### src/sv/websocket_frame_receiver_macros.svh
// assertion macros used by the websocket frame receiver rtl
`ifndef WEBSOCKET_FRAME_RECEIVER_MACROS_SVH
`define WEBSOCKET_FRAME_RECEIVER_MACROS_SVH
`ifndef ASSERT_OFF
// property must hold at every rising clock edge outside reset
`define WSFR_ASSERT(label, clk, rst, prop, msg) \
  label: assert property (@(posedge clk) disable iff (rst) prop) else $error(msg);
// condition must never be true outside reset
`define WSFR_ASSERT_NEVER(label, clk, rst, cond, msg) \
  label: assert property (@(posedge clk) disable iff (rst) !(cond)) else $error(msg);
`else
`define WSFR_ASSERT(label, clk, rst, prop, msg)
`define WSFR_ASSERT_NEVER(label, clk, rst, cond, msg)
`endif
`endif

### src/sv/wsfr_pkg.sv
// types and constants of the websocket frame receiver
`timescale 1ns / 1ps
`default_nettype none
package wsfr_pkg;

  localparam int KEY_BYTES = 4;
  localparam int KEY_IDX_W = $clog2(KEY_BYTES);
  localparam int LEN_W     = 64;

  // opcodes of the low nibble of the first header byte
  localparam logic [3:0] OP_CONT   = 4'h0;
  localparam logic [3:0] OP_TEXT   = 4'h1;
  localparam logic [3:0] OP_BINARY = 4'h2;
  localparam logic [3:0] OP_CLOSE  = 4'h8;
  localparam logic [3:0] OP_PING   = 4'h9;
  localparam logic [3:0] OP_PONG   = 4'hA;

  // seven-bit length codes that announce an extended length
  localparam logic [6:0] LEN7_EXT16 = 7'd126;
  localparam logic [6:0] LEN7_EXT64 = 7'd127;
  localparam logic [3:0] EXT16_BYTES = 4'd2;
  localparam logic [3:0] EXT64_BYTES = 4'd8;

  typedef enum logic [2:0] {
    PH_OPCODE  = 3'd0,
    PH_LEN     = 3'd1,
    PH_EXLEN   = 3'd2,
    PH_KEY     = 3'd3,
    PH_PAYLOAD = 3'd4
  } phase_t;

  typedef enum logic [2:0] {
    KIND_TEXT = 3'd0,
    KIND_BIN  = 3'd1,
    KIND_PING = 3'd2,
    KIND_PONG = 3'd3
  } kind_t;

  typedef enum logic [1:0] {
    PREV_NONE = 2'd0,
    PREV_TEXT = 2'd1,
    PREV_BIN  = 2'd2
  } prev_t;

  typedef enum logic [3:0] {
    EV_TEXT       = 4'd0,
    EV_BIN        = 4'd1,
    EV_PONG_BYTE  = 4'd2,
    EV_PONG_EMPTY = 4'd3,
    EV_CLOSE      = 4'd4,
    EV_BAD_OPCODE = 4'd5,
    EV_UNMASKED   = 4'd6,
    EV_PING_BIG   = 4'd7,
    EV_NO_PRIOR   = 4'd8
  } ev_t;

  // one result request as it sits in the queue
  typedef struct packed {
    ev_t        code;
    logic [7:0] data;
    logic       last;
  } q_entry_t;

  // queue status seen by the front and the back
  typedef struct packed {
    logic full;
    logic empty;
  } q_stat_t;

endpackage
`default_nettype wire

### src/sv/wsfr_if.sv
// handshake interfaces for the byte input and the event output
`timescale 1ns / 1ps
`default_nettype none
interface wsfr_byte_if;
  logic       valid;
  logic       ready;
  logic [7:0] rx_byte;
  modport source (output valid, output rx_byte, input ready);
  modport sink (input valid, input rx_byte, output ready);
endinterface

interface wsfr_event_if;
  logic       valid;
  logic       ready;
  logic [3:0] event_code;
  logic [7:0] payload_byte;
  logic       frame_last;
  modport source (output valid, output event_code, output payload_byte,
                  output frame_last, input ready);
  modport sink (input valid, input event_code, input payload_byte,
                input frame_last, output ready);
endinterface
`default_nettype wire

### src/sv/wsfr_front.sv
// header parser and unmasker: accepts bytes and queues result requests
`timescale 1ns / 1ps
`default_nettype none
module wsfr_front
  import wsfr_pkg::*;
(
  input  wire logic     clk,
  input  wire logic     rst,
  wsfr_byte_if.sink     rx,
  input  wire logic [23:0] ping_size_limit,
  input  wire q_stat_t  stat,
  output logic          push,
  output q_entry_t      entry
);

  phase_t                phase, phase_next;
  kind_t                 kind, kind_next;
  prev_t                 prev_kind, prev_kind_next;
  logic [LEN_W-1:0]      remaining, remaining_next;
  logic [3:0]            len_left, len_left_next;
  logic [KEY_IDX_W-1:0]  key_idx, key_idx_next;
  logic [KEY_IDX_W-1:0]  pos, pos_next;
  logic                  halted, halted_next;
  logic [7:0]            mask_key [KEY_BYTES];
  logic                  key_we;

  logic                  accept;
  logic [7:0]            b;
  logic [LEN_W-1:0]      shifted_len;
  logic                  over_limit;

  assign rx.ready = !stat.full;
  assign accept   = rx.valid && rx.ready;
  assign b        = rx.rx_byte;

  // extended length after this byte and its check against the ping limit
  assign shifted_len = {remaining[LEN_W-9:0], b};
  assign over_limit  = (shifted_len[LEN_W-1:24] != '0) ||
                       (shifted_len[23:0] > ping_size_limit);

  // parser next state and result request
  always_comb begin
    phase_next     = phase;
    kind_next      = kind;
    prev_kind_next = prev_kind;
    remaining_next = remaining;
    len_left_next  = len_left;
    key_idx_next   = key_idx;
    pos_next       = pos;
    halted_next    = halted;
    key_we         = 1'b0;
    push           = 1'b0;
    entry.code     = EV_TEXT;
    entry.data     = 8'h00;
    entry.last     = 1'b0;
    if (accept && !halted) begin
      unique case (phase)
        PH_OPCODE: begin
          phase_next = PH_LEN;
          unique case (b[3:0])
            OP_CONT: begin
              if (prev_kind == PREV_TEXT) begin
                kind_next = KIND_TEXT;
              end else if (prev_kind == PREV_BIN) begin
                kind_next = KIND_BIN;
              end else begin
                halted_next = 1'b1;
                push        = 1'b1;
                entry.code  = EV_NO_PRIOR;
              end
            end
            OP_TEXT: begin
              kind_next      = KIND_TEXT;
              prev_kind_next = PREV_TEXT;
            end
            OP_BINARY: begin
              kind_next      = KIND_BIN;
              prev_kind_next = PREV_BIN;
            end
            OP_PING: kind_next = KIND_PING;
            OP_PONG: kind_next = KIND_PONG;
            OP_CLOSE: begin
              halted_next = 1'b1;
              push        = 1'b1;
              entry.code  = EV_CLOSE;
            end
            default: begin
              halted_next = 1'b1;
              push        = 1'b1;
              entry.code  = EV_BAD_OPCODE;
            end
          endcase
        end
        PH_LEN: begin
          if (!b[7]) begin
            halted_next = 1'b1;
            push        = 1'b1;
            entry.code  = EV_UNMASKED;
          end else begin
            key_idx_next = '0;
            if (b[6:0] == LEN7_EXT16) begin
              remaining_next = '0;
              len_left_next  = EXT16_BYTES;
              phase_next     = PH_EXLEN;
            end else if (b[6:0] == LEN7_EXT64) begin
              remaining_next = '0;
              len_left_next  = EXT64_BYTES;
              phase_next     = PH_EXLEN;
            end else begin
              remaining_next = {{(LEN_W-7){1'b0}}, b[6:0]};
              phase_next     = PH_KEY;
            end
          end
        end
        PH_EXLEN: begin
          remaining_next = shifted_len;
          len_left_next  = len_left - 4'd1;
          if (len_left == 4'd1) begin
            if (kind == KIND_PING && over_limit) begin
              halted_next = 1'b1;
              push        = 1'b1;
              entry.code  = EV_PING_BIG;
            end else begin
              phase_next = PH_KEY;
            end
          end
        end
        PH_KEY: begin
          key_we = 1'b1;
          if (key_idx == KEY_IDX_W'(KEY_BYTES - 1)) begin
            key_idx_next = '0;
            pos_next     = '0;
            if (remaining == '0) begin
              phase_next = PH_OPCODE;
              if (kind == KIND_PING) begin
                push       = 1'b1;
                entry.code = EV_PONG_EMPTY;
                entry.last = 1'b1;
              end
            end else begin
              phase_next = PH_PAYLOAD;
            end
          end else begin
            key_idx_next = key_idx + 1'b1;
          end
        end
        PH_PAYLOAD: begin
          pos_next       = pos + 1'b1;
          remaining_next = remaining - 1'b1;
          entry.data     = b ^ mask_key[pos];
          entry.last     = (remaining == {{(LEN_W-1){1'b0}}, 1'b1});
          if (entry.last) begin
            phase_next = PH_OPCODE;
          end
          unique case (kind)
            KIND_TEXT: begin
              push       = 1'b1;
              entry.code = EV_TEXT;
            end
            KIND_BIN: begin
              push       = 1'b1;
              entry.code = EV_BIN;
            end
            KIND_PING: begin
              push       = 1'b1;
              entry.code = EV_PONG_BYTE;
            end
            default: push = 1'b0;
          endcase
        end
        default: phase_next = PH_OPCODE;
      endcase
    end
  end

  // parser state registers
  always_ff @(posedge clk) begin
    if (rst) begin
      phase     <= PH_OPCODE;
      kind      <= KIND_TEXT;
      prev_kind <= PREV_NONE;
      remaining <= '0;
      len_left  <= '0;
      key_idx   <= '0;
      pos       <= '0;
      halted    <= 1'b0;
    end else begin
      phase     <= phase_next;
      kind      <= kind_next;
      prev_kind <= prev_kind_next;
      remaining <= remaining_next;
      len_left  <= len_left_next;
      key_idx   <= key_idx_next;
      pos       <= pos_next;
      halted    <= halted_next;
    end
  end

  // masking key bytes, written during the key phase
  always_ff @(posedge clk) begin
    if (key_we) begin
      mask_key[key_idx] <= b;
    end
  end

endmodule
`default_nettype wire

### src/sv/wsfr_fifo.sv
// short request queue between the parser and the output stage
`timescale 1ns / 1ps
`default_nettype none
`include "websocket_frame_receiver_macros.svh"
module wsfr_fifo
  import wsfr_pkg::*;
#(
  parameter int DEPTH = 4
) (
  input  wire logic     clk,
  input  wire logic     rst,
  input  wire logic     push,
  input  wire q_entry_t push_entry,
  input  wire logic     pop,
  output q_entry_t      head,
  output q_stat_t       stat
);

  localparam int PTR_W = (DEPTH > 1) ? $clog2(DEPTH) : 1;
  localparam int CNT_W = $clog2(DEPTH + 1);

  q_entry_t         mem [DEPTH];
  logic [PTR_W-1:0] wr_ptr;
  logic [PTR_W-1:0] rd_ptr;
  logic [CNT_W-1:0] count;

  assign stat.full  = (count == CNT_W'(DEPTH));
  assign stat.empty = (count == '0);
  assign head       = mem[rd_ptr];

  // storage write
  always_ff @(posedge clk) begin
    if (push) begin
      mem[wr_ptr] <= push_entry;
    end
  end

  // pointers and fill count
  always_ff @(posedge clk) begin
    if (rst) begin
      wr_ptr <= '0;
      rd_ptr <= '0;
      count  <= '0;
    end else begin
      if (push) begin
        wr_ptr <= (wr_ptr == PTR_W'(DEPTH - 1)) ? '0 : wr_ptr + 1'b1;
      end
      if (pop) begin
        rd_ptr <= (rd_ptr == PTR_W'(DEPTH - 1)) ? '0 : rd_ptr + 1'b1;
      end
      if (push && !pop) begin
        count <= count + 1'b1;
      end else if (pop && !push) begin
        count <= count - 1'b1;
      end
    end
  end

  // queue checks
  `WSFR_ASSERT_NEVER(a_no_overflow, clk, rst, push && stat.full, "queue overflow")
  `WSFR_ASSERT_NEVER(a_no_underflow, clk, rst, pop && stat.empty, "queue underflow")
  `WSFR_ASSERT(a_push_fills, clk, rst, (push && !pop) |=> !stat.empty, "push lost")

endmodule
`default_nettype wire

### src/sv/wsfr_back.sv
// output stage: drains the queue into a registered event channel
`timescale 1ns / 1ps
`default_nettype none
module wsfr_back
  import wsfr_pkg::*;
(
  input  wire logic     clk,
  input  wire logic     rst,
  input  wire q_entry_t head,
  input  wire q_stat_t  stat,
  output logic          pop,
  wsfr_event_if.source  events
);

  logic     out_valid;
  q_entry_t out_entry;

  // take the next request whenever the output register frees up
  assign pop = !stat.empty && (!out_valid || events.ready);

  always_ff @(posedge clk) begin
    if (rst) begin
      out_valid <= 1'b0;
    end else if (pop) begin
      out_valid <= 1'b1;
    end else if (events.ready) begin
      out_valid <= 1'b0;
    end
  end

  always_ff @(posedge clk) begin
    if (pop) begin
      out_entry <= head;
    end
  end

  assign events.valid        = out_valid;
  assign events.event_code   = 4'(out_entry.code);
  assign events.payload_byte = out_entry.data;
  assign events.frame_last   = out_entry.last;

endmodule
`default_nettype wire

### src/sv/websocket_frame_receiver.sv
// top level of the websocket frame receiver
//
//   channel  dir  payload                                  request moves
//   rx       in   rx_byte[7:0]                             one stream byte
//   events   out  event_code[3:0] payload_byte frame_last  one event
//   cfg      in   cfg_wr_en, cfg_wr_data[23:0]             ping size limit
//
// one byte per clock is accepted while the request queue has room; a result
// is registered into the queue by the parser, then into the output register.
// the parser does its header and unmask work on each byte as it is accepted.
// rx.ready drops only while the request queue is full.
// synchronous reset clears parser state, queue and output valid; the limit
// returns to 65535. after a halting event bytes are taken and dropped.
`timescale 1ns / 1ps
`default_nettype none
module websocket_frame_receiver
  import wsfr_pkg::*;
#(
  parameter int QUEUE_DEPTH = 4
) (
  input  wire logic        clk,
  input  wire logic        rst,
  wsfr_byte_if.sink        rx,
  wsfr_event_if.source     events,
  input  wire logic        cfg_wr_en,
  input  wire logic [23:0] cfg_wr_data
);

  localparam logic [23:0] PING_LIMIT_RESET = 24'd65535;

  logic [23:0] ping_size_limit;
  logic        push;
  logic        pop;
  q_entry_t    push_entry;
  q_entry_t    head;
  q_stat_t     stat;

  // configuration register
  always_ff @(posedge clk) begin
    if (rst) begin
      ping_size_limit <= PING_LIMIT_RESET;
    end else if (cfg_wr_en) begin
      ping_size_limit <= cfg_wr_data;
    end
  end

  wsfr_front u_front (
    .clk             (clk),
    .rst             (rst),
    .rx              (rx),
    .ping_size_limit (ping_size_limit),
    .stat            (stat),
    .push            (push),
    .entry           (push_entry)
  );

  wsfr_fifo #(
    .DEPTH (QUEUE_DEPTH)
  ) u_fifo (
    .clk        (clk),
    .rst        (rst),
    .push       (push),
    .push_entry (push_entry),
    .pop        (pop),
    .head       (head),
    .stat       (stat)
  );

  wsfr_back u_back (
    .clk    (clk),
    .rst    (rst),
    .head   (head),
    .stat   (stat),
    .pop    (pop),
    .events (events)
  );

endmodule
`default_nettype wire
### src/flat_wrapper.sv
// flat-port wrapper written by rule: the top's interface ports become plain ports
module websocket_frame_receiver_flat import wsfr_pkg::*;
#(
  parameter int QUEUE_DEPTH = 4
)
  (clk, rst, cfg_wr_en, cfg_wr_data, rx_valid, rx_rx_byte, rx_ready, events_valid, events_event_code, events_payload_byte, events_frame_last, events_ready);
  wsfr_byte_if rx_i ();
  wsfr_event_if events_i ();
  input  wire logic clk;
  input  wire logic rst;
  input  wire logic cfg_wr_en;
  input  wire logic [23:0] cfg_wr_data;
  input wire logic [$bits(rx_i.valid)-1:0] rx_valid;
  input wire logic [$bits(rx_i.rx_byte)-1:0] rx_rx_byte;
  output wire logic [$bits(rx_i.ready)-1:0] rx_ready;
  output wire logic [$bits(events_i.valid)-1:0] events_valid;
  output wire logic [$bits(events_i.event_code)-1:0] events_event_code;
  output wire logic [$bits(events_i.payload_byte)-1:0] events_payload_byte;
  output wire logic [$bits(events_i.frame_last)-1:0] events_frame_last;
  input wire logic [$bits(events_i.ready)-1:0] events_ready;
  assign rx_i.valid = rx_valid;
  assign rx_i.rx_byte = rx_rx_byte;
  assign rx_ready = rx_i.ready;
  assign events_valid = events_i.valid;
  assign events_event_code = events_i.event_code;
  assign events_payload_byte = events_i.payload_byte;
  assign events_frame_last = events_i.frame_last;
  assign events_i.ready = events_ready;
  websocket_frame_receiver #(.QUEUE_DEPTH(QUEUE_DEPTH)) u_core (.clk(clk), .rst(rst), .rx(rx_i), .events(events_i), .cfg_wr_en(cfg_wr_en), .cfg_wr_data(cfg_wr_data));
endmodule
### config.mk
export PLATFORM = sky130hd
export DESIGN_NAME = websocket_frame_receiver_flat
export DESIGN_NICKNAME = d
export VERILOG_FILES = /design/src/sv/wsfr_pkg.sv /design/src/sv/wsfr_if.sv /design/src/sv/wsfr_front.sv /design/src/sv/wsfr_fifo.sv /design/src/sv/wsfr_back.sv /design/src/sv/websocket_frame_receiver.sv /design/src/flat_wrapper.sv
export VERILOG_INCLUDE_DIRS = /design/src /design/src/sv
export SDC_FILE = /design/constraint.sdc
export NUM_CORES = 1
export LEC_CHECK = 0
export BUFFER_PORTS_ARGS = -buffer_cell sky130_fd_sc_hd__buf_2
export CORE_MARGIN = 2
export CORE_UTILIZATION = 65
export CTS_CLUSTER_SIZE = 24
export DETAILED_ROUTE_END_ITERATION = 16
export PLACE_DENSITY = 0.86
export SLEW_MARGIN = 10
export SYNTH_ARGS = -nofsm -noshare
export SYNTH_HDL_FRONTEND = slang
export SYNTH_SLANG_ARGS = --single-unit
### constraint.sdc
create_clock -name clk -period 10.8 [get_ports clk]
set_clock_uncertainty 0.1 [all_clocks]
set_input_delay 0.54 -clock clk [delete_from_list [all_inputs] [get_ports clk]]
set_output_delay 0.54 -clock clk [all_outputs]
set_load 0.02 [all_outputs]
After elaboration in Yosys (flattened, before gate mapping). Memories as Yosys holds them, arrays and structs flattened. A register that Yosys moved wholly into a read port is not among the register bits. Cells that the tools add are included.

Register bits after elaboration: 113. Latch bits: 0. RAM bits: 84. Bits in read-only memories: 0. Input port bits: 37. Output and inout port bits: 15. Logic and storage cells: 170. Memories kept: 2.

Memory list: u_core.u_fifo.mem (depth 4, bits a word 13, read ports 1, clocked after Yosys merged registers in 1, wr ports 1, line wsfr_fifo.sv:22) `q_entry_t mem [DEPTH];`; u_core.u_front.mask_key (depth 4, bits a word 8, read ports 1, clocked after Yosys merged registers in 1, wr ports 1, line wsfr_front.sv:24) `logic [7:0] mask_key [KEY_BYTES];`.

$add $sub $neg: 8. Multiply operators: 0. Div/mod/pow operators: 0. Order comparisons: 1. Equal/unequal tests: 33. Shift-type cells: 0. Mux-type cells: 73. Bitwise logic cells: 1. Reductions and logical operators: 39.

Operators with widths (count): one-hot mux 64 bit (3 select lines) (1); equality test 64 x 1 -> 1 bit, second input constant (1); zero test 64 bit (1); 2-to-1 mux 64 bit (1); subtractor 64 x 1 -> 64 bit, second input constant (1); nonzero test 40 bit (1); 2-to-1 mux 3 bit (13); one-hot mux 3 bit (5 select lines) (2); 2-to-1 mux 1 bit (25); > comparator 24 bit (1); 2-to-1 mux 2 bit (10); 2-to-1 mux 4 bit (5); one-hot mux 4 bit (5 select lines) (1); != test 2 bit, second input constant (8); one-hot mux 2 bit (2 select lines) (4); equality test 7 bit, second input constant (2); 2-to-1 mux 7 bit (2); 2-to-1 mux 13 bit (1); equality test 4 bit, second input constant (3); != test 3 bit, second input constant (4); one-hot mux 4 bit (3 select lines) (1); AND reduction 3 bit (4); nonzero test 2 bit (6); equality test 3 x 2 -> 1 bit, second input constant (3); 28 further kinds (54).

Longest topological paths before layout. Gate-level depths: netlist of the first run.

Depth after elaboration: 11. Gate-level depth with buffers: 15. Mapped depth without buffers: 14.

Modules after synthesis. Synthesis of the first run repeated with hierarchy kept, for this count alone.

Cells, all modules: 1029. Area, all modules: 10667.7 um2.

By module, submodules not included: wsfr_front (times used 1, cells an instance 823, area each 7008.0 um2, seq. area each 2602.5 um2); wsfr_fifo (times used 1, cells an instance 111, area each 2322.2 um2, seq. area each 1741.7 um2); websocket_frame_receiver (times used 1, cells an instance 78, area each 890.9 um2, seq. area each 480.5 um2); wsfr_back (times used 1, cells an instance 17, area each 446.7 um2, seq. area each 410.4 um2).

Worst setup path after synthesis of the first run. No wires, ideal clock.

Kind: reg2reg. Start point: register u_core.u_front.remaining[43]. End point: register u_core.u_fifo.count[2]. Setup time: 0.070 ns. Arrival time: 3.340 ns. Data required time: 10.630 ns. Path slack: 7.289 ns. Stages on the path, launching flop included: 14. Buffers on the path: 1. Period minus slack after synthesis: 3.511 ns. Cell sequence: dfxtp_1 > buf_2 > or4_4 > nor4_4 > nand2_4 > nor4_4 > nor2_1 > a31oi_4 > ha_1 > inv_1 > fa_1 > xor2_1 > or3_1 > a21oi_1.

Longest elaborated chain between the ends: 10. Elaborated cells between the ends (all ways): 15. Classes of those cells: mux: 7; reduce/logical: 8.

RTL lines: from (decl) (line wsfr_front.sv:19) `logic [LEN_W-1:0] remaining, remaining_next;`; from (signal assigned) (line wsfr_front.sv:191) `remaining <= remaining_next;`; nonzero test 40 bit (line wsfr_front.sv:38) `assign over_limit = (shifted_len[LEN_W-1:24] != '0) ||`; logical OR 1 bit (line wsfr_front.sv:38); logical AND 1 bit (line wsfr_front.sv:119) `if (kind == KIND_PING && over_limit) begin`; 2-to-1 mux 1 bit (line wsfr_front.sv:119); 2-to-1 mux 1 bit (line wsfr_front.sv:118) `if (len_left == 4'd1) begin`; one-hot mux 1 bit (5 select lines) (*) (line wsfr_front.sv:57) `unique case (phase)`; 2-to-1 mux 1 bit (*) (line wsfr_front.sv:56) `if (accept && !halted) begin`; net u_core.push (line websocket_frame_receiver.sv:32) `logic push;`; zero test 1 bit (line wsfr_fifo.sv:53) `end else if (pop && !push) begin`; logical AND 1 bit (line wsfr_fifo.sv:53); nonzero test 2 bit (no source line); to (signal assigned) (line wsfr_fifo.sv:52) `count <= count + 1'b1;`; to (signal assigned) (line wsfr_fifo.sv:54) `count <= count - 1'b1;`; to (decl) (line wsfr_fifo.sv:25) `logic [CNT_W-1:0] count;`.

The timed path passes the listed nets; every way through them passes the cells marked *. A chain may end at the register's enable or synchronous reset.

Final worst setup path of the first run.
Start point: register u_core.u_front.remaining[1]. End point: register u_core.u_fifo.count[2].

Longest elaborated chain between the ends: 10. Elaborated cells between the ends (all ways): 15. Classes of those cells: order compare: 1; mux: 7; reduce/logical: 7.

RTL lines: > comparator 24 bit (line wsfr_front.sv:39) `(shifted_len[23:0] > ping_size_limit);`; logical OR 1 bit (line wsfr_front.sv:38); logical AND 1 bit (line wsfr_front.sv:119); 2-to-1 mux 1 bit (line wsfr_front.sv:119); 2-to-1 mux 1 bit (line wsfr_front.sv:118); one-hot mux 1 bit (5 select lines) (*) (line wsfr_front.sv:57); 2-to-1 mux 1 bit (*) (line wsfr_front.sv:56); net u_core.push (line websocket_frame_receiver.sv:32); zero test 1 bit (line wsfr_fifo.sv:53); logical AND 1 bit (line wsfr_fifo.sv:53); nonzero test 2 bit (no source line).

Marked as above.

==> results of run 1 <==
[through the flow]
stage          std cells  setup slack (ns)  cell area (um2)  total power [mW]
6_report            1363              6.90            11900              2.81
5_1_grt             1363              6.67            11900              2.94
4_1_cts             1363              6.96            11900              2.80
3_5_place_dp        1321              6.98            11200              2.01
3_3_place_gp        1321              7.11            11200              1.98
2_1_floorplan       1113              7.29            10800              1.76
[registers in the layout, summed over array words and instances (netlist names), named ones only]
signal / count
u_core.u_front.key_idx: 2
u_core.u_front.halted: 1
u_core.u_front.prev_kind: 2
u_core.u_front.pos: 2
u_core.u_fifo.count: 3
u_core.u_fifo.mem: 52
u_core.u_fifo.rd_ptr: 2
u_core.u_front.phase: 3
u_core.u_back.events.payload_byte: 8
u_core.u_front.len_left: 4
u_core.u_back.events.event_code: 4
u_core.u_front.remaining: 64
u_core.u_back.events.valid: 1
u_core.u_back.events.frame_last: 1
u_core.u_fifo.wr_ptr: 2
u_core.u_front.mask_key: 32
u_core.ping_size_limit: 24
u_core.u_front.kind: 2
[kinds of logic (layout without fill, tap and decap cells)]
| group | Yosys count | after routing | synth area share [%] |
|---|---|---|---|
| xor gates and xnor gates | 18 | 18 | 1.45 |
| DFF | 211 | 211 | 47.9 |
| buffers and inverters | 113 | 143 | 4.03 |
| adders and majority gates | 41 | 41 | 4.80 |
| AOI/OAI and AO/OA | 280 | 280 | 16.4 |
| muxes | 40 | 40 | 6.15 |
| and+or+nand+nor | 410 | 410 | 19.2 |
[Yosys cell counts (all sizes together) (5+ instances only)]
master	n	area (um2)
buf	7	38.8
nor2b	6	37.5
a32o	8	80.1
inv	44	165
or4	8	71.3
a211oi	6	45.0
a22oi	17	128
clkbuf	62	233
o41ai	6	60.1
nand4	18	113
nor4	23	225
a221oi	9	78.8
and2	18	113
xnor2	15	131
a21oi	89	445
mux4	21	473
dfxtp	114	2280
a21o	5	37.5
o211ai	18	135
edfxtp	97	2910
and3	5	31.3
o31ai	7	52.6
nand2	99	387
a31oi	14	103
nand2b	9	56.3
or3	14	92.6
ha	40	500
nor3	41	215
nor2	136	510
o21ai	70	350
a32oi	6	52.6
nand3	16	90.1
mux2i	16	160
[power by group]
| part | internal, mW | leakage [nW] | switching [mW] |
|---|---|---|---|
| clock | 0.458 | 0.357 | 0.329 |
| sequential | 0.942 | 1.87 | 0.0857 |
| combinational | 0.331 | 2.23 | 0.661 |
[layout make-up]
type                            count  area [um2]
Inverter                           44         165
Sequential cell                   211        5190
Clock buffer                       30         622
Fill cell                        1158        4540
Tap cell                          220         275
Timing Repair Buffer               57         300
Multi-Input combinational cell    789        5240
Clock inverter                     12         134
[routing by layer]
layer,up-vias,share of wire [%],GRT usage (%)
li1,4154,-,-
met3,98,7.5,4.03
met1,4196,39,38.7
met5,-,0,0
met2,476,50,52.6
met4,0,4.0,12.6
[worst min-delay path: stages]
cell and delay [ns]:
sky130_fd_sc_hd__buf_2 0.07, sky130_fd_sc_hd__nand2_1 0.04, sky130_fd_sc_hd__o211ai_1 0.06
[how the worst max path moves through the flow]
| stage | start | end | slack (ns) | depth (start not counted) |
|---|---|---|---|---|
| 5_1_grt | u_core.u_front.remaining[27] | u_core.u_fifo.count[2] | 6.67 | 12 |
| 2_1_floorplan | u_core.u_front.remaining[43] | u_core.u_fifo.count[2] | 7.29 | 13 |
| 3_3_place_gp | u_core.u_front.remaining[27] | u_core.u_fifo.count[2] | 7.11 | 12 |
| 4_1_cts | u_core.u_front.remaining[0] | u_core.u_fifo.count[2] | 6.96 | 14 |
| 3_5_place_dp | u_core.u_front.remaining[27] | u_core.u_fifo.count[2] | 6.98 | 12 |
| 6_report | u_core.u_front.remaining[1] | u_core.u_fifo.count[2] | 6.90 | 14 |
==> flow_metrics.env, run 1 <==
export IMPL_crit_fanout=7
export IMPL_synthArstFlopShare_pct=0
export IMPL_static_leakage_power_nw=4.46
export IMPL_crit_path_max_incr_delay_ns=0.47
export IMPL_clock_latency_late_sink_ns=0.52
export IMPL_postCtsSetupRepairBufs=0
export IMPL_place_congestion=0.883
export IMPL_place_hpwl_um=17700
export IMPL_holdCritPathClass="primary input to flip-flop"
export IMPL_floorplan_die_area_um2=17700
export IMPL_rr_startpoint="u_core.u_front.remaining[1]"
export IMPL_number_of_synthesized_register_bits=211
export IMPL_firstDrtPassIters=6
export IMPL_criticalPathCategory="flip-flop to flip-flop"
export IMPL_fin_nets=1204
export IMPL_worstSetupEndpointType="flip-flop"
export IMPL_final_util_pct=72.4
export IMPL_final_setup_viol_count=0
export IMPL_hold_path_end="u_core.ping_size_limit[1]"
export IMPL_boundaryPins=52
export IMPL_worst_path_buf_inv=2
export IMPL_clockBufferDepth=3
export IMPL_seq_area_frac_synth_pct=47.9
export IMPL_final_common_cell="sky130_fd_sc_hd__nor2_1"
export IMPL_clkTransAtPathRegs_ns=0.06
export IMPL_crit_slowest_cell="sky130_fd_sc_hd__or3b_2"
export IMPL_fin_hold_ws_ns=0.139
export IMPL_critical_path_cell_chain="inv_1 > ha_1 > or3b_2 > nor2_1 > nand2_1 > nor4_4 > nor2_1 > a31oi_4 > ha_1 > inv_1 > fa_1 > xor2_1 > or3_1 > a21oi_1"
export IMPL_grt_pass1_wl_um=43500
export IMPL_hold_depth=3
export IMPL_maxSlewViolCount=0
export IMPL_status="completed"
export IMPL_diodes=0
export IMPL_yosys_warnings=0
export IMPL_placement_io_buffers=51
export IMPL_cts_sinks=211
export IMPL_final_hold_viol_count=0
export IMPL_post_cts_resize_count=0
export IMPL_fin_tns_setup_ns=0
export IMPL_worst_r2r_endpoint="u_core.u_fifo.count[2]"
export IMPL_overflow=0
export IMPL_detailedRoute_firstIterationViolations=914
export IMPL_final_min_period_over_clock_period_pct=36.1
export IMPL_placement_rows=47
export IMPL_synth_edff_count=97
export IMPL_die_w_um=133
export IMPL_ctsHoldBuffers=0
export IMPL_cts_tree="yes"
export IMPL_first_global_vias=8498
export IMPL_ys_dominant_reg_cell="sky130_fd_sc_hd__dfxtp_1"
export IMPL_worst_endpoint_arrival_ns=4.23
export IMPL_wire_per_inst_um=19.7
export IMPL_max_freq_mhz=257
export IMPL_avgViaCountPerCell=6.55
export IMPL_netlist_cell_type_count=75
export IMPL_grtUsageTotal_pct=30.4
export IMPL_initial_core_util_pct=65.8
export IMPL_core_footprint_um2=16500
export IMPL_crit_required_ns=11.13
export IMPL_mostFrequentLayoutCells="134 x sky130_fd_sc_hd__nor2_1, 114 x sky130_fd_sc_hd__dfxtp_1, 97 x sky130_fd_sc_hd__edfxtp_1, 96 x sky130_fd_sc_hd__nand2_1, 89 x sky130_fd_sc_hd__a21oi_1"
export IMPL_syn_area_per_cell_um2=9.74
export IMPL_fin_crit_ns=3.90
export IMPL_kind_of_start_point_of_the_critical_path="flip-flop"
export IMPL_detail_route_drc_violations=0
export IMPL_worst_pin_slew_ns=1.18
export IMPL_detailroute_via_count=8924
export IMPL_worst_r2r_path_depth=14
export IMPL_wl_um=26900
export IMPL_layout_area_overhead_vs_synth_pct=10.0
export IMPL_postRouteAntennaNets=0
export IMPL_max_cap_violations=0
export IMPL_htree_levels=1
export IMPL_grt_start_max_net_pins=70
export IMPL_grt_antenna_before_repair=0
export IMPL_hold_wc_startpoint="cfg_wr_data[1]"
export IMPL_grt_setup_unrepaired="false"
export IMPL_cp_top_family="simple AND/OR/NAND/NOR gates"
export IMPL_drive_above_1_share_pct=12.9
export IMPL_synthesis_area_um2=10800
export IMPL_max_slew_margin_rel_pct=21.2
export IMPL_synth_nets=1191
export IMPL_die_y_um=133
export IMPL_cts_made_buffers=23
export IMPL_clock_tree_root_cell="sky130_fd_sc_hd__clkbuf_16"
export IMPL_regToRegSetupSlack_ns=6.90
export IMPL_post_synth_inst_count=1113
export IMPL_vdd_ir_drop_max_mv=0.183
export IMPL_power_density_nw_per_um2=235
No activity file was read; power rests on OpenSTA's default activity.
==> inputs of run 2 (changes only) <==
Settings changed: CORE_UTILIZATION 65 to 56, PLACE_DENSITY 0.86 to 0.79.
Clock period 10.8 ns to 3.5 ns, I/O delays scaled along.
==> run 2 against run 1 <==
Compared with the run above:
- global-route usage fell by 2.2 points
- register-to-register slack got worse by 6.8 ns
- combinational power grew to 3.6 times the previous value
- cell count is 9.5% higher
- via count up 4.5%
- routed wire length is 6.7% higher
- sequential share of layout area is 3.1 points lower
- die area is 16% higher
- largest cell class unchanged
==> flow_metrics.env, run 2 (synthesis results as in run 1) <==
export IMPL_maxSlewViolCount=0
export IMPL_detail_route_drc_violations=0
export IMPL_postRouteAntennaNets=0
export IMPL_cts_tree="yes"
export IMPL_crit_required_ns=3.84
export IMPL_clock_latency_late_sink_ns=0.52
export IMPL_layout_area_overhead_vs_synth_pct=18.6
export IMPL_clock_tree_root_cell="sky130_fd_sc_hd__clkbuf_16"
export IMPL_mostFrequentLayoutCells="131 x sky130_fd_sc_hd__nor2_1, 107 x sky130_fd_sc_hd__dfxtp_1, 97 x sky130_fd_sc_hd__edfxtp_1, 96 x sky130_fd_sc_hd__nand2_1, 88 x sky130_fd_sc_hd__a21oi_1"
export IMPL_floorplan_die_area_um2=20500
export IMPL_worst_endpoint_arrival_ns=3.75
export IMPL_criticalPathCategory="flip-flop to flip-flop"
export IMPL_wl_um=28700
export IMPL_worst_r2r_endpoint="u_core.u_fifo.count[2]"
export IMPL_area_sequential_um2=5200
export IMPL_place_area_um2=11700
export IMPL_die_y_um=143
export IMPL_vdd_ir_drop_max_mv=0.412
export IMPL_initial_core_util_pct=57.6
export IMPL_drive_above_1_share_pct=18.4
export IMPL_placement_io_buffers=51
export IMPL_grt_antenna_before_repair=0
export IMPL_place_congestion=0.916
export IMPL_multiInputGateArea_um2=5320
export IMPL_fin_crit_ns=3.41
export IMPL_cts_sinks=211
export IMPL_m1WireLength_um=11700
export IMPL_static_leakage_power_nw=4.92
export IMPL_detailroute_wirelength_met2_um=13800
export IMPL_routed_top_layer="met4"
export IMPL_max_freq_mhz=293
export IMPL_worst_pin_slew_ns=0.966
export IMPL_largest_reg_flops=64
export IMPL_final_hold_viol_count=0
export IMPL_max_slew_margin_rel_pct=35.5
export IMPL_htree_levels=1
export IMPL_power_mw=9.09
export IMPL_power_density_nw_per_um2=707
export IMPL_cts_made_buffers=23
export IMPL_final_min_period_over_clock_period_pct=97.5
export IMPL_fin_tns_setup_ns=0
export IMPL_fillCellCount=1323
export IMPL_detailroute_via_count=9324
export IMPL_avgViaCountPerCell=6.25
export IMPL_first_global_vias=9109
export IMPL_fin_hold_ws_ns=0.0258
export IMPL_placement_rows=50
export IMPL_crit_fanout=3
export IMPL_met3WireLength_um=2180
export IMPL_largest_register="u_core.u_front.remaining"
export IMPL_finalNonFillerCells=1493
export IMPL_firstDrtPassIters=5
export IMPL_diodes=0
export IMPL_worst_r2r_path_depth=16
export IMPL_kind_of_start_point_of_the_critical_path="flip-flop"
export IMPL_finish_instance_area_um2=12900
export IMPL_place_hpwl_um=18600
export IMPL_fin_nets=1294
export IMPL_placed_cells_incl_taps=1415
export IMPL_final_common_cell="sky130_fd_sc_hd__nor2_1"
export IMPL_grt_start_max_net_pins=40
export IMPL_grtUsageTotal_pct=28.1
export IMPL_max_cap_violations=0
export IMPL_die_w_um=143
export IMPL_crit_path_start="u_core.ping_size_limit[23]"
export IMPL_largestRegisters="u_core.u_front.remaining: 64 flops, u_core.u_fifo.mem: 52 flops, u_core.u_front.mask_key: 32 flops"
export IMPL_overflow=0
export IMPL_boundaryPins=52
export IMPL_regToRegSetupSlack_ns=0.09
export IMPL_status="completed"
export IMPL_wire_per_inst_um=19.2
export IMPL_final_setup_viol_count=0
export IMPL_core_footprint_um2=18800
export IMPL_worstSetupEndpointType="flip-flop"
export IMPL_holdCritPathClass="primary input to flip-flop"
export IMPL_clockBufferDepth=3
export IMPL_endpoint="u_core.u_fifo.count[2]"
export IMPL_detailedRoute_firstIterationViolations=857
export IMPL_rr_startpoint="u_core.ping_size_limit[23]"
export IMPL_grt_pass1_wl_um=46200
export IMPL_clkTransAtPathRegs_ns=0.06
run 2: cell count changes in the layout (fill, tap and decap cells not counted), moves of 4 or more:
cell,change
sky130_fd_sc_hd__buf_4,+56
sky130_fd_sc_hd__dlygate4sd3_1,+31
sky130_fd_sc_hd__dfxtp_1,-7
sky130_fd_sc_hd__dfxtp_2,+7
sky130_fd_sc_hd__clkbuf_8,+4
sky130_fd_sc_hd__clkinvlp_4,-4
run 2: final cells by class:
type / instances / area share (%)
Clock inverter: 8 / 0.564
Clock buffer: 34 / 5.26
Sequential cell: 211 / 40.5
Multi-Input combinational cell: 789 / 41.4
Tap cell: 260 / 2.53
Inverter: 44 / 1.28
Timing Repair Buffer: 147 / 8.48
run 2: how the worst min path moves through the flow:
stage                     cells past startpoint            from                             to
after floorplan                               0   rx_rx_byte[0]  u_core.u_front.mask_key[0][0]
after global routing                          2   rx_rx_byte[1]  u_core.u_front.mask_key[3][1]
after detailed placement                      3  cfg_wr_data[1]      u_core.ping_size_limit[1]
final                                         2             rst   u_core.u_front.remaining[32]
after CTS                                     2   rx_rx_byte[0]  u_core.u_front.mask_key[3][0]
after global placement                        3  cfg_wr_data[1]      u_core.ping_size_limit[1]
run 2: what timing repair did:
action / in CTS / in global routing
pin swaps: 0 / 9
setup buffers: 0 / 5
hold buffers: 31 / 0
gates cloned: 0 / 0
setup endpoints to repair: 1 / 2
endpoints found under the hold margin: 49 / 0
resized for setup: 1 / 22
run 2: report_power, final:
group          leakage (nW)  total, mW  switching, mW  internal, mW
Clock                 0.375       2.39          0.973          1.41
Combinational          2.68       3.57           2.22          1.35
Sequential             1.87       3.14          0.227          2.91
Total                  4.92       9.09           3.42          5.67
run 2: worst max-delay path, stage by stage (launching register included):
cell and delay, ns:
sky130_fd_sc_hd__dfxtp_1 0.34, sky130_fd_sc_hd__inv_1 0.05, sky130_fd_sc_hd__ha_1 0.29, sky130_fd_sc_hd__nand4_1 0.14
sky130_fd_sc_hd__buf_4 0.19, sky130_fd_sc_hd__nor2_1 0.11, sky130_fd_sc_hd__a222oi_1 0.11, sky130_fd_sc_hd__or3b_4 0.26
sky130_fd_sc_hd__o211ai_1 0.09, sky130_fd_sc_hd__buf_4 0.17, sky130_fd_sc_hd__a31oi_4 0.20, sky130_fd_sc_hd__ha_2 0.21
sky130_fd_sc_hd__inv_1 0.05, sky130_fd_sc_hd__fa_1 0.37, sky130_fd_sc_hd__xor2_1 0.17, sky130_fd_sc_hd__or3_1 0.34
sky130_fd_sc_hd__a21oi_2 0.12
run 2: metrics by stage:
step           setup WS, ns  util [%]
6_report             0.0888      68.3
4_1_cts              0.0144      67.6
3_3_place_gp          0.108      61.9
2_1_floorplan        0.0950         -
3_5_place_dp        0.00162      61.9
5_1_grt             -0.0587      68.3
run 2: metal layers:
layer | vias to the layer above | GRT usage (%)
li1 | 4336 | -
met1 | 4444 | 36.3
met2 | 451 | 47.8
met3 | 93 | 4.49
met4 | 0 | 10.7
met5 | - | 0
